### src/aksr_pkg.sv
// Shared constants and helpers for the aging key set with rank.
// No dependencies; used by aging_key_set_with_rank_top.
package aksr_pkg;

   // request action codes
   localparam logic [1:0] ACT_MARK   = 2'd0;
   localparam logic [1:0] ACT_EXPIRE = 2'd1;
   localparam logic [1:0] ACT_RANK   = 2'd2;

   // field widths fixed by the interface
   localparam int KEY_W   = 7;
   localparam int NOW_W   = 32;
   localparam int DELAY_W = 32;
   localparam int COUNT_W = 8;

   localparam logic [DELAY_W-1:0] DELAY_RESET = 32'd3;

   // clamp a count to the 8-bit result range
   function automatic logic [COUNT_W-1:0] sat8(input logic [15:0] value);
      sat8 = (value > 16'd255) ? 8'd255 : value[COUNT_W-1:0];
   endfunction

endpackage

### src/aging_key_set_with_rank_top.sv
// Top level of the aging key set with rank: sequencer, presence flags and counters.
// Depends on aksr_pkg and aksr_ram (time stamp store).
//  - Request channel (req_valid/req_ready): action, key, now. Mark sets the key present
//    and stamps it with now; expire drops every key whose age (now - stamp, modulo
//    2^TIME_BITS) is at least expiry_delay and publishes the remaining count; rank
//    returns the present keys below key, or the total when key is absent.
//  - Response channel (rsp_valid/rsp_ready): exactly one response per request, with
//    rank, key_present and the published active count.
//  - Configuration: csr_wr_en/csr_wr_data write expiry_delay; write only while the block
//    is idle.
//  - Sequencing: a mark or the spare code goes straight to the result state; a rank query
//    and an expire sweep the keys first. Both sweeps step one key per cycle; expire also
//    waits for the registered stamp read that feeds the single subtract-and-compare unit.
//  - Request flow: req_ready is high only when idle, so a new request is taken only once
//    the previous one has left its result state. The next request may be accepted
//    while the previous response still waits in the output register; a stalled receiver
//    holds the response and the sequencer waits in its result state until it frees up.
//  - Reset (synchronous, active high) clears the presence flags, the published count and
//    the handshake state and sets expiry_delay to 3. The stamp RAM is not cleared.
module aging_key_set_with_rank_top #(
   parameter int KEY_COUNT = 128,
   parameter int TIME_BITS = 32
) (
   input  logic                          clock,
   input  logic                          reset,
   // request channel
   input  logic                          req_valid,
   output logic                          req_ready,
   input  logic [1:0]                    req_action,
   input  logic [aksr_pkg::KEY_W-1:0]    req_key,
   input  logic [aksr_pkg::NOW_W-1:0]    req_now,
   // response channel
   output logic                          rsp_valid,
   input  logic                          rsp_ready,
   output logic [aksr_pkg::COUNT_W-1:0]  rsp_rank,
   output logic                          rsp_key_present,
   output logic [aksr_pkg::COUNT_W-1:0]  rsp_active_count,
   // configuration
   input  logic                          csr_wr_en,
   input  logic [aksr_pkg::DELAY_W-1:0]  csr_wr_data
);

   localparam int IDX_W = $clog2(KEY_COUNT);
   localparam int CNT_W = $clog2(KEY_COUNT + 1);
   // compare width wide enough for both age and delay
   localparam int CMP_W = (TIME_BITS > aksr_pkg::DELAY_W) ? TIME_BITS : aksr_pkg::DELAY_W;
   localparam logic [IDX_W-1:0] LAST_IDX = IDX_W'(KEY_COUNT - 1);

   typedef enum logic [2:0] {
      S_IDLE,
      S_EXPIRE,
      S_EXP_LAST,
      S_RANK,
      S_RESULT
   } state_type;

   state_type                     state_ff, state_in;
   logic [KEY_COUNT-1:0]          present_ff, present_in;
   logic [aksr_pkg::DELAY_W-1:0]  delay_ff, delay_in;
   logic [aksr_pkg::COUNT_W-1:0]  published_ff, published_in;
   logic [1:0]                    op_ff, op_in;
   logic [aksr_pkg::KEY_W-1:0]    key_ff, key_in;
   logic [TIME_BITS-1:0]          now_ff, now_in;
   logic                          found_ff, found_in;
   logic [IDX_W-1:0]              sweep_ff, sweep_in;
   logic                          chk_vld_ff, chk_vld_in;
   logic [IDX_W-1:0]              chk_idx_ff, chk_idx_in;
   logic [CNT_W-1:0]              total_ff, total_in;
   logic [CNT_W-1:0]              below_ff, below_in;
   logic                          rsp_valid_ff, rsp_valid_in;
   logic [aksr_pkg::COUNT_W-1:0]  rsp_rank_ff, rsp_rank_in;
   logic                          rsp_found_ff, rsp_found_in;
   logic [aksr_pkg::COUNT_W-1:0]  rsp_active_ff, rsp_active_in;

   // request decode
   logic [31:0]          key_wide;
   logic [IDX_W-1:0]     key_idx;
   logic                 key_in_range;
   logic [CMP_W-1:0]     now_wide;
   logic [TIME_BITS-1:0] now_t;

   // stamp store and the shared age unit
   logic                 ram_we;
   logic [TIME_BITS-1:0] stamp;
   logic [TIME_BITS-1:0] age;
   logic                 stale;

   assign key_wide     = 32'(req_key);
   assign key_idx      = key_wide[IDX_W-1:0];
   assign key_in_range = key_wide < 32'(KEY_COUNT);
   assign now_wide     = CMP_W'(req_now);
   assign now_t        = now_wide[TIME_BITS-1:0];

   aksr_ram #(
      .WIDTH (TIME_BITS),
      .DEPTH (KEY_COUNT)
   ) u_stamp_ram (
      .clock   (clock),
      .wr_en   (ram_we),
      .wr_addr (key_idx),
      .wr_data (now_t),
      .rd_addr (sweep_ff),
      .rd_data (stamp)
   );

   // age wraps modulo 2^TIME_BITS
   assign age   = now_ff - stamp;
   assign stale = CMP_W'(age) >= CMP_W'(delay_ff);

   always_comb begin
      state_in      = state_ff;
      present_in    = present_ff;
      delay_in      = csr_wr_en ? csr_wr_data : delay_ff;
      published_in  = published_ff;
      op_in         = op_ff;
      key_in        = key_ff;
      now_in        = now_ff;
      found_in      = found_ff;
      sweep_in      = sweep_ff;
      chk_vld_in    = 1'b0;
      chk_idx_in    = sweep_ff;
      total_in      = total_ff;
      below_in      = below_ff;
      rsp_valid_in  = rsp_valid_ff;
      rsp_rank_in   = rsp_rank_ff;
      rsp_found_in  = rsp_found_ff;
      rsp_active_in = rsp_active_ff;
      ram_we        = 1'b0;

      // drop the response once taken
      if (rsp_valid_ff && rsp_ready) begin
         rsp_valid_in = 1'b0;
      end

      // expire check: the stamp read issued from the sweep address is now on the RAM output
      if (chk_vld_ff && present_ff[chk_idx_ff]) begin
         if (stale) begin
            present_in[chk_idx_ff] = 1'b0;
         end else begin
            total_in = total_ff + CNT_W'(1);
         end
      end

      unique case (state_ff)
         S_IDLE: begin
            if (req_valid) begin
               op_in    = req_action;
               key_in   = req_key;
               now_in   = now_t;
               found_in = key_in_range && present_ff[key_idx];
               sweep_in = '0;
               total_in = '0;
               below_in = '0;
               case (req_action)
                  aksr_pkg::ACT_EXPIRE: state_in = S_EXPIRE;
                  aksr_pkg::ACT_RANK:   state_in = S_RANK;
                  default: begin
                     // mark stamps the key; the unused code changes nothing
                     if (req_action == aksr_pkg::ACT_MARK && key_in_range) begin
                        ram_we              = 1'b1;
                        present_in[key_idx] = 1'b1;
                     end
                     state_in = S_RESULT;
                  end
               endcase
            end
         end
         S_EXPIRE: begin
            // issue the stamp read for sweep_ff, check it next cycle
            chk_vld_in = 1'b1;
            if (sweep_ff == LAST_IDX) begin
               state_in = S_EXP_LAST;
            end else begin
               sweep_in = sweep_ff + IDX_W'(1);
            end
         end
         S_EXP_LAST: begin
            state_in = S_RESULT;
         end
         S_RANK: begin
            if (present_ff[sweep_ff]) begin
               total_in = total_ff + CNT_W'(1);
               if (32'(sweep_ff) < 32'(key_ff)) begin
                  below_in = below_ff + CNT_W'(1);
               end
            end
            if (sweep_ff == LAST_IDX) begin
               state_in = S_RESULT;
            end else begin
               sweep_in = sweep_ff + IDX_W'(1);
            end
         end
         S_RESULT: begin
            // load the output register when it is free or being emptied
            if (!rsp_valid_ff || rsp_ready) begin
               rsp_valid_in  = 1'b1;
               rsp_rank_in   = '0;
               rsp_found_in  = 1'b0;
               rsp_active_in = published_ff;
               if (op_ff == aksr_pkg::ACT_EXPIRE) begin
                  published_in  = aksr_pkg::sat8(16'(total_ff));
                  rsp_active_in = aksr_pkg::sat8(16'(total_ff));
               end else if (op_ff == aksr_pkg::ACT_RANK) begin
                  rsp_found_in = found_ff;
                  rsp_rank_in  = found_ff ? aksr_pkg::sat8(16'(below_ff))
                                          : aksr_pkg::sat8(16'(total_ff));
               end
               state_in = S_IDLE;
            end
         end
         default: state_in = S_IDLE;
      endcase
   end

   always_ff @(posedge clock) begin
      if (reset) begin
         state_ff     <= S_IDLE;
         present_ff   <= '0;
         delay_ff     <= aksr_pkg::DELAY_RESET;
         published_ff <= '0;
         chk_vld_ff   <= 1'b0;
         rsp_valid_ff <= 1'b0;
      end else begin
         state_ff     <= state_in;
         present_ff   <= present_in;
         delay_ff     <= delay_in;
         published_ff <= published_in;
         chk_vld_ff   <= chk_vld_in;
         rsp_valid_ff <= rsp_valid_in;
      end
      // payload, no reset
      op_ff         <= op_in;
      key_ff        <= key_in;
      now_ff        <= now_in;
      found_ff      <= found_in;
      sweep_ff      <= sweep_in;
      chk_idx_ff    <= chk_idx_in;
      total_ff      <= total_in;
      below_ff      <= below_in;
      rsp_rank_ff   <= rsp_rank_in;
      rsp_found_ff  <= rsp_found_in;
      rsp_active_ff <= rsp_active_in;
   end

   assign req_ready        = (state_ff == S_IDLE);
   assign rsp_valid        = rsp_valid_ff;
   assign rsp_rank         = rsp_rank_ff;
   assign rsp_key_present  = rsp_found_ff;
   assign rsp_active_count = rsp_active_ff;

endmodule

### src/aksr_ram.sv
// Generic simple dual-port RAM: one write port, one read port, registered read.
// No dependencies.
module aksr_ram #(
   parameter int WIDTH = 32,
   parameter int DEPTH = 128
) (
   input  logic                     clock,
   input  logic                     wr_en,
   input  logic [$clog2(DEPTH)-1:0] wr_addr,
   input  logic [WIDTH-1:0]         wr_data,
   input  logic [$clog2(DEPTH)-1:0] rd_addr,
   output logic [WIDTH-1:0]         rd_data
);

   logic [WIDTH-1:0] mem_ff [DEPTH];
   logic [WIDTH-1:0] rd_data_ff;

   always_ff @(posedge clock) begin
      if (wr_en) begin
         mem_ff[wr_addr] <= wr_data;
      end
      rd_data_ff <= mem_ff[rd_addr];
   end

   assign rd_data = rd_data_ff;

endmodule
### config.mk
export PLATFORM = sky130hd
export DESIGN_NAME = aging_key_set_with_rank_top
export DESIGN_NICKNAME = d
export VERILOG_FILES = /design/src/aksr_pkg.sv /design/src/aging_key_set_with_rank_top.sv /design/src/aksr_ram.sv
export SDC_FILE = /design/constraint.sdc
export NUM_CORES = 2
export LEC_CHECK = 0
export BUFFER_PORTS_ARGS = -buffer_cell sky130_fd_sc_hd__buf_2
export CAP_MARGIN = 20
export CELL_PAD_IN_SITES_DETAIL_PLACEMENT = 0
export CELL_PAD_IN_SITES_GLOBAL_PLACEMENT = 1
export CORE_MARGIN = 1
export CORE_UTILIZATION = 61
export DETAILED_ROUTE_END_ITERATION = 8
export PLACE_DENSITY_LB_ADDON = 0.08
export SLEW_MARGIN = 20
export SYNTH_ARGS = -nofsm -noshare
export SYNTH_HDL_FRONTEND = slang
export SYNTH_SLANG_ARGS = --single-unit
### constraint.sdc
create_clock -name clock -period 9.35 [get_ports clock]
set_clock_uncertainty 0.05 [all_clocks]
set_input_delay 1.87 -clock clock [delete_from_list [all_inputs] [get_ports clock]]
set_output_delay 1.87 -clock clock [all_outputs]
set_load 0.05 [all_outputs]
-- Word-level counts from Yosys, hierarchy flattened
Memory sizes are Yosys's and may differ from the RTL's. A register that Yosys moved wholly into a read port is not among the register bits.
Cells that the tools add are included.
- bits in registers: 262
- RAM bits: 4096
- output and inout port bits: 19
- word-level logic and storage cells: 116
- memories: 1
- memory list (name ; words ; bits a word ; rd ports ; clocked after memory_dff ; wr ports ; line ; source):
    u_stamp_ram.mem_ff ; 128 ; 32 ; 1 ; 1 ; 1 ; aksr_ram.sv:15 ; logic [WIDTH-1:0] mem_ff [DEPTH];
- add/subtract/negate cells: 4
- $lt $le $gt $ge: 8
- eq/ne operators: 16
- multiplexer cells: 46
- bitwise operators: 4
- reductions and logical operators: 20
- operators with widths (kind ; count):
    2-to-1 mux 128 bit ; 6
    AND 128 bit ; 1
    NOT 128 bit ; 1
    bitwise OR 128 bit ; 1
    2-to-1 mux 8 bit ; 9
    greater-or-equal comparator 32 bit ; 1
    less-than comparator 7 x 8 -> 1 bit (second input constant) ; 4
    case mux 8 bit (2 select lines) ; 2
    subtractor 32 bit ; 1
    binary-select mux 1 bit (select 7 bit) ; 3
    adder 8 x 1 -> 8 bit (second input constant) ; 2
    2-to-1 mux 1 bit ; 15
    case mux 3 bit (5 select lines) ; 1
    demux 1 bit (select 7 bit) ; 2
    greater-or-equal comparator 7 x 1 -> 1 bit (second input constant) ; 2
    2-to-1 mux 7 bit ; 2
    inequality test 2 bit (second input constant) ; 7
    case mux 7 bit (2 select lines) ; 1
    2-to-1 mux 3 bit ; 4
    AND reduction 4 bit ; 2
    adder 7 x 1 -> 7 bit (second input constant) ; 1
    == test 7 bit (second input constant) ; 1
    less-than comparator 7 bit ; 1
    == test 3 x 2 -> 1 bit (second input constant) ; 2
    15 further kinds ; 26

-- Depth between registers and ports, before layout
- depth after elaboration: 13
- gate-level depth with buffers: 25
- mapped depth without buffers: 23

-- By module
Synthesis repeated with hierarchy kept, for this count alone.
- cells, all modules: 7696
- area total of the unflattened synthesis: 172166.4 µm²
- modules (own cells, without submodules) (module ; instances ; cells each ; area an instance (µm²) ; sequential area each (µm²)):
    aksr_ram ; 1 ; 5990 ; 156276.1 ; 123638.6
    aging_key_set_with_rank_top ; 1 ; 1706 ; 15890.2 ; 5985.7

-- Worst setup path after synthesis
No wires, ideal clock.
- path type: input-to-reg
- from: in req_key[1] (netlist bit)
- to: mem u_stamp_ram.mem_ff[110][0], enable pin
- arrival: 4.621 ns
- required time: 8.879 ns
- setup slack: 4.258 ns
- stages on the path: 7
- cell sequence: clkbuf_1 > nand2_1 > nor2_1 > clkbuf_1 > nand2_1 > clkbuf_1 > nor2_1
- word-level cells in the longest chain between the ends: 8
- RTL lines (item ; line ; source):
    from (decl) ; aging_key_set_with_rank_top.sv:30 ; input logic [aksr_pkg::KEY_W-1:0] req_key,
    less-than comparator 7 x 8 -> 1 bit ; aging_key_set_with_rank_top.sv:90 ; assign key_in_range = key_wide < 32'(KEY_COUNT);
    logical AND 1 bit ; aging_key_set_with_rank_top.sv:159 ; if (req_action == aksr_pkg::ACT_MARK && key_in_range) begin
    2-to-1 mux 1 bit ; aging_key_set_with_rank_top.sv:159 ;
    2-to-1 mux 1 bit ; aging_key_set_with_rank_top.sv:154 ; case (req_action)
    2-to-1 mux 1 bit ; aging_key_set_with_rank_top.sv:146 ; if (req_valid) begin
    2-to-1 mux 1 bit ; aging_key_set_with_rank_top.sv:144 ; unique case (state_ff)
    2-to-1 mux 1 bit ; aksr_ram.sv:19 ; if (wr_en) begin
    2-to-1 mux 1 bit (not written as such) ; aksr_ram.sv:20 ; mem_ff[wr_addr] <= wr_data;
    to (decl) ; aksr_ram.sv:15 ;
Several ways; a longest one is shown, not always the timed one.

-- Worst setup path in the final report
- from: reg now_ff[1]
- to: reg present_ff[30]
- word-level cells in the longest chain between the ends: 9
- RTL lines (item ; line ; source):
    from (decl) ; aging_key_set_with_rank_top.sv:63 ; logic [TIME_BITS-1:0] now_ff, now_in;
    from (signal assigned) ; aging_key_set_with_rank_top.sv:234 ; now_ff <= now_in;
    subtractor 32 bit * ; aging_key_set_with_rank_top.sv:107 ; assign age = now_ff - stamp;
    greater-or-equal comparator 32 bit * ; aging_key_set_with_rank_top.sv:108 ; assign stale = CMP_W'(age) >= CMP_W'(delay_ff);
    2-to-1 mux 128 bit * ; aging_key_set_with_rank_top.sv:137 ; if (stale) begin
    2-to-1 mux 128 bit * ; aging_key_set_with_rank_top.sv:136 ; if (chk_vld_ff && present_ff[chk_idx_ff]) begin
    bitwise OR 128 bit (no source line) ; -- ;
    2-to-1 mux 128 bit ; aging_key_set_with_rank_top.sv:159 ;
    2-to-1 mux 128 bit ; aging_key_set_with_rank_top.sv:154 ;
    2-to-1 mux 128 bit ; aging_key_set_with_rank_top.sv:146 ;
    2-to-1 mux 128 bit * ; aging_key_set_with_rank_top.sv:144 ;
    to (signal assigned) ; aging_key_set_with_rank_top.sv:225 ; present_ff <= present_in;
    to (decl) ; aging_key_set_with_rank_top.sv:58 ; logic [KEY_COUNT-1:0] present_ff, present_in;
Every way passes the cells marked *; elsewhere a longest branch is shown, timed or not.
A chain may end at the register's enable or synchronous reset.

==> results.cfg <==
[global_routing]
antenna_found_initial = 49
grt_first_pass_wirelength_mm = 630
first_global_vias = 84000
grt_usage_pct = 31.8
grt_start_max_net_pins = 154
globalRouteOverflowTotal = 0

[yosys]
syn_avg_cell_area_sq_um = 22.3
synth_area_sq_mm = 0.172
synth-edff-count = 4170
yosys_most_used_dff = edfxtp_1
synthArstFlopShare_pct = 0
synth_cells = 7698
ys_seq_area_share_pct = 75.4
postSynthRegisterBits = 4390
synthesized_net_count = 7851
synth.distinct_cells = 74
ys_warn_count = 0

[timing]
fin_crit_ps = 6650
maxSlewViolCount = 0
timing.setup.tns_ps = 0
max_freq_mhz = 150
timing.final.hold_violations = 0
final_min_period_over_clock_period_pct = 71.1
finalSetupViolCount = 0
relSlewSlack_pct = 21.1
grt_setup_unrepaired = false
worst-slew-pin-transition_ps = 1180

[cts]
cts_num_sinks = 4390
cts_repair_resize_count = 0
cts_buffers = 432
cts_hold_buffers = 0
clock_tree_from_tritoncts = yes
clkLatencyLatePin_ps = 970
ctsRootBufferMaster = clkbuf_16
postCtsSetupBuffers = 0
path_clk_slew_ps = 60
cts-root-to-sink-buffers = 4
cts.htree.levels = 5

[setup_path]
worst-path-max-fanout = 16
criticalPathCategory = flip-flop to flip-flop
critPathArrivalTime_ps = 7390
critical_path_required_ps = 10090
crit_path_start_kind = flip-flop
timing.critical_path.to_type = flip-flop

[die]
standard_cell_core_area_sq_mm = 0.280
core.rowCount = 194
die_h_microns = 533
initial_core_util_pct = 61.4
pin_count = 97
die_area_sq_mm = 0.284
die_w_microns = 533

[layout]
post_route_cells_drive_above_1_share_pct = 30.3
finish.net_count = 8209
syn2layout_area_growth_pct = 12.0
fillers = 16900

[power_and_ir_drop]
static_leakage_power_nw = 59.4
total_power_w = 0.0458
power_density_mw_per_mm2 = 238
power.ir.vdd_worst_mv = 0.178

[placement]
routabilityCongestion = 0.863
io_buf_count = 96
dp_hpwl_mm = 247

[routing]
first_pass_iters = 8
via_per_inst = 6.95
drt_first_iter_violations = 12400
post_drt_wl_per_cell_microns = 36.6
vias = 84500
remaining_drc_errors = 0
drt_wl_total_mm = 445
drtAntennaViolNets = 0

[outcome]
status = complete, no violations

[flow_run]
drv.max_cap_violation_count = 0

[hold_path]
hold_class = flip-flop to flip-flop
[Yosys cell counts, types with 9 or more instances]
| cell type | count | area (sq um) |
|---|---|---|
| ha_1 | 74 | 926 |
| nor2b_1 | 27 | 169 |
| nand2_1 | 198 | 743 |
| xor2_1 | 12 | 105 |
| a31oi_1 | 10 | 62.6 |
| dfxtp_1 | 220 | 4400 |
| mux2i_1 | 64 | 641 |
| nor2_1 | 249 | 935 |
| and3_1 | 9 | 56.3 |
| a22oi_1 | 55 | 413 |
| buf_4 | 10 | 75.1 |
| mux2_2 | 55 | 619 |
| mux4_2 | 1385 | 31200 |
| o21ai_0 | 156 | 781 |
| clkbuf_1 | 248 | 931 |
| a221oi_1 | 16 | 140 |
| o211ai_1 | 12 | 90.1 |
| a21oi_1 | 187 | 936 |
| nand2b_1 | 22 | 138 |
| nand3_1 | 36 | 180 |
| buf_1 | 37 | 139 |
| nor3_1 | 19 | 95.1 |
| mux4_1 | 10 | 263 |
| edfxtp_1 | 4170 | 125000 |
| a21o_1 | 26 | 195 |
| a22o_1 | 10 | 87.6 |
| xnor2_1 | 26 | 228 |
| nand4_1 | 32 | 200 |
| and2_1 | 10 | 62.6 |
| inv_1 | 83 | 312 |
| buf_2 | 120 | 601 |
[flip-flops by register name (all words and copies together), names as in the netlist, 32 cells and up]
signal	flops
delay_ff	32
present_ff	128
now_ff	32
u_stamp_ram.rd_data	32
u_stamp_ram.mem_ff	4096
[per-stage QoR]
stage	cells	utilization [%]	hold slack [ps]	worst slack, ps	instance area, sq um
finish	12200	68.8	442	2700	192000
global route	12100	68.8	467	1960	192000
CTS	12100	68.7	447	2690	192000
detailed placement	11300	63.7	433	2730	178000
global placement	11300	63.7	419	2700	178000
floorplan	7698	-	319	4260	172000
[routing by layer]
metal | GRT usage (%) | vias to the layer above | part of all wire [%]
met5 | 0 | - | 0.016
met4 | 9.55 | 10 | 3.0
met3 | 6.58 | 680 | 11
met2 | 48.2 | 5127 | 47
met1 | 47.5 | 45300 | 39
li1 | - | 33400 | -
[final timing paths]
| path | end | slack (ps) | depth (start not counted) | start |
|---|---|---|---|---|
| max | present_ff[30] | 2700 | 20 | now_ff[1] |
| min | published_ff[6] | 440 | 2 | published_ff[6] |
| max reg2reg | present_ff[30] | 2700 | 20 | now_ff[1] |
| min reg2reg | published_ff[6] | 440 | 2 | published_ff[6] |
[area by class of cell]
class	instances	area, sq um	area share, %
clock buffers	532	11300	5.86
repair buffers	346	2740	1.42
diodes	24	60.1	0.0312
clock inverters	263	2680	1.39
multi-input cells	2801	41100	21.4
flip-flops and latches	4390	130000	67.3
well taps	3724	4660	2.42
inverters	85	320	0.166
[layout by cell type, fill, tap and decap left out, types with 55 or more instances in the layout]
master / netlist / routed
a21oi_1: 187 / 187
a22oi_1: 55 / 55
buf_2: 120 / 63
buf_4: 10 / 259
clkbuf_1: 248 / 92
clkbuf_16: 0 / 433
clkinv_1: 1 / 102
clkinv_2: 0 / 74
dfxtp_1: 220 / 220
edfxtp_1: 4170 / 4170
ha_1: 74 / 74
inv_1: 83 / 83
mux2_2: 55 / 55
mux2i_1: 64 / 64
mux4_2: 1385 / 1385
nand2_1: 198 / 190
nor2_1: 249 / 115
nor2_4: 0 / 128
o21ai_0: 156 / 156
[critical path, cell delays in order (launching register included)]
cell and delay, ps:
edfxtp_1 430, ha_1 300, nor2b_1 180, o2111ai_1 160, a2111oi_0 760, nor2_1 90, a221oi_1 630, a21oi_1 200
o31ai_1 350, nor2_1 90, xnor2_1 140, ha_1 300, a21o_1 120, a21o_1 110, a21oi_1 90, nand2_1 100
nor2_1 50, o21ai_1 540, nand4_1 1160, o21ai_0 510, a21oi_1 110
[report_power, final]
part	switching (W)	internal, W
registers	0.0000760	0.0216
logic	0.00406	0.00280
clock network	0.00739	0.00979
total	0.0115	0.0342
[cell families (layout without fill, tap and decap cells)]
logic type / count (synthesis) / after routing / share of synthesized area, %
DFF: 4390 / 4390 / 75.4
muxes: 1514 / 1514 / 19.0
and+or+nand+nor: 633 / 633 / 1.64
AOI/OAI and AO/OA: 541 / 541 / 1.91
buffers and inverters: 507 / 1226 / 1.26
adders and majority gates: 75 / 75 / 0.550
xor gates and xnor gates: 38 / 38 / 0.194
other: 0 / 24 / 0
Note: power is estimated with default switching activity, not from simulation.
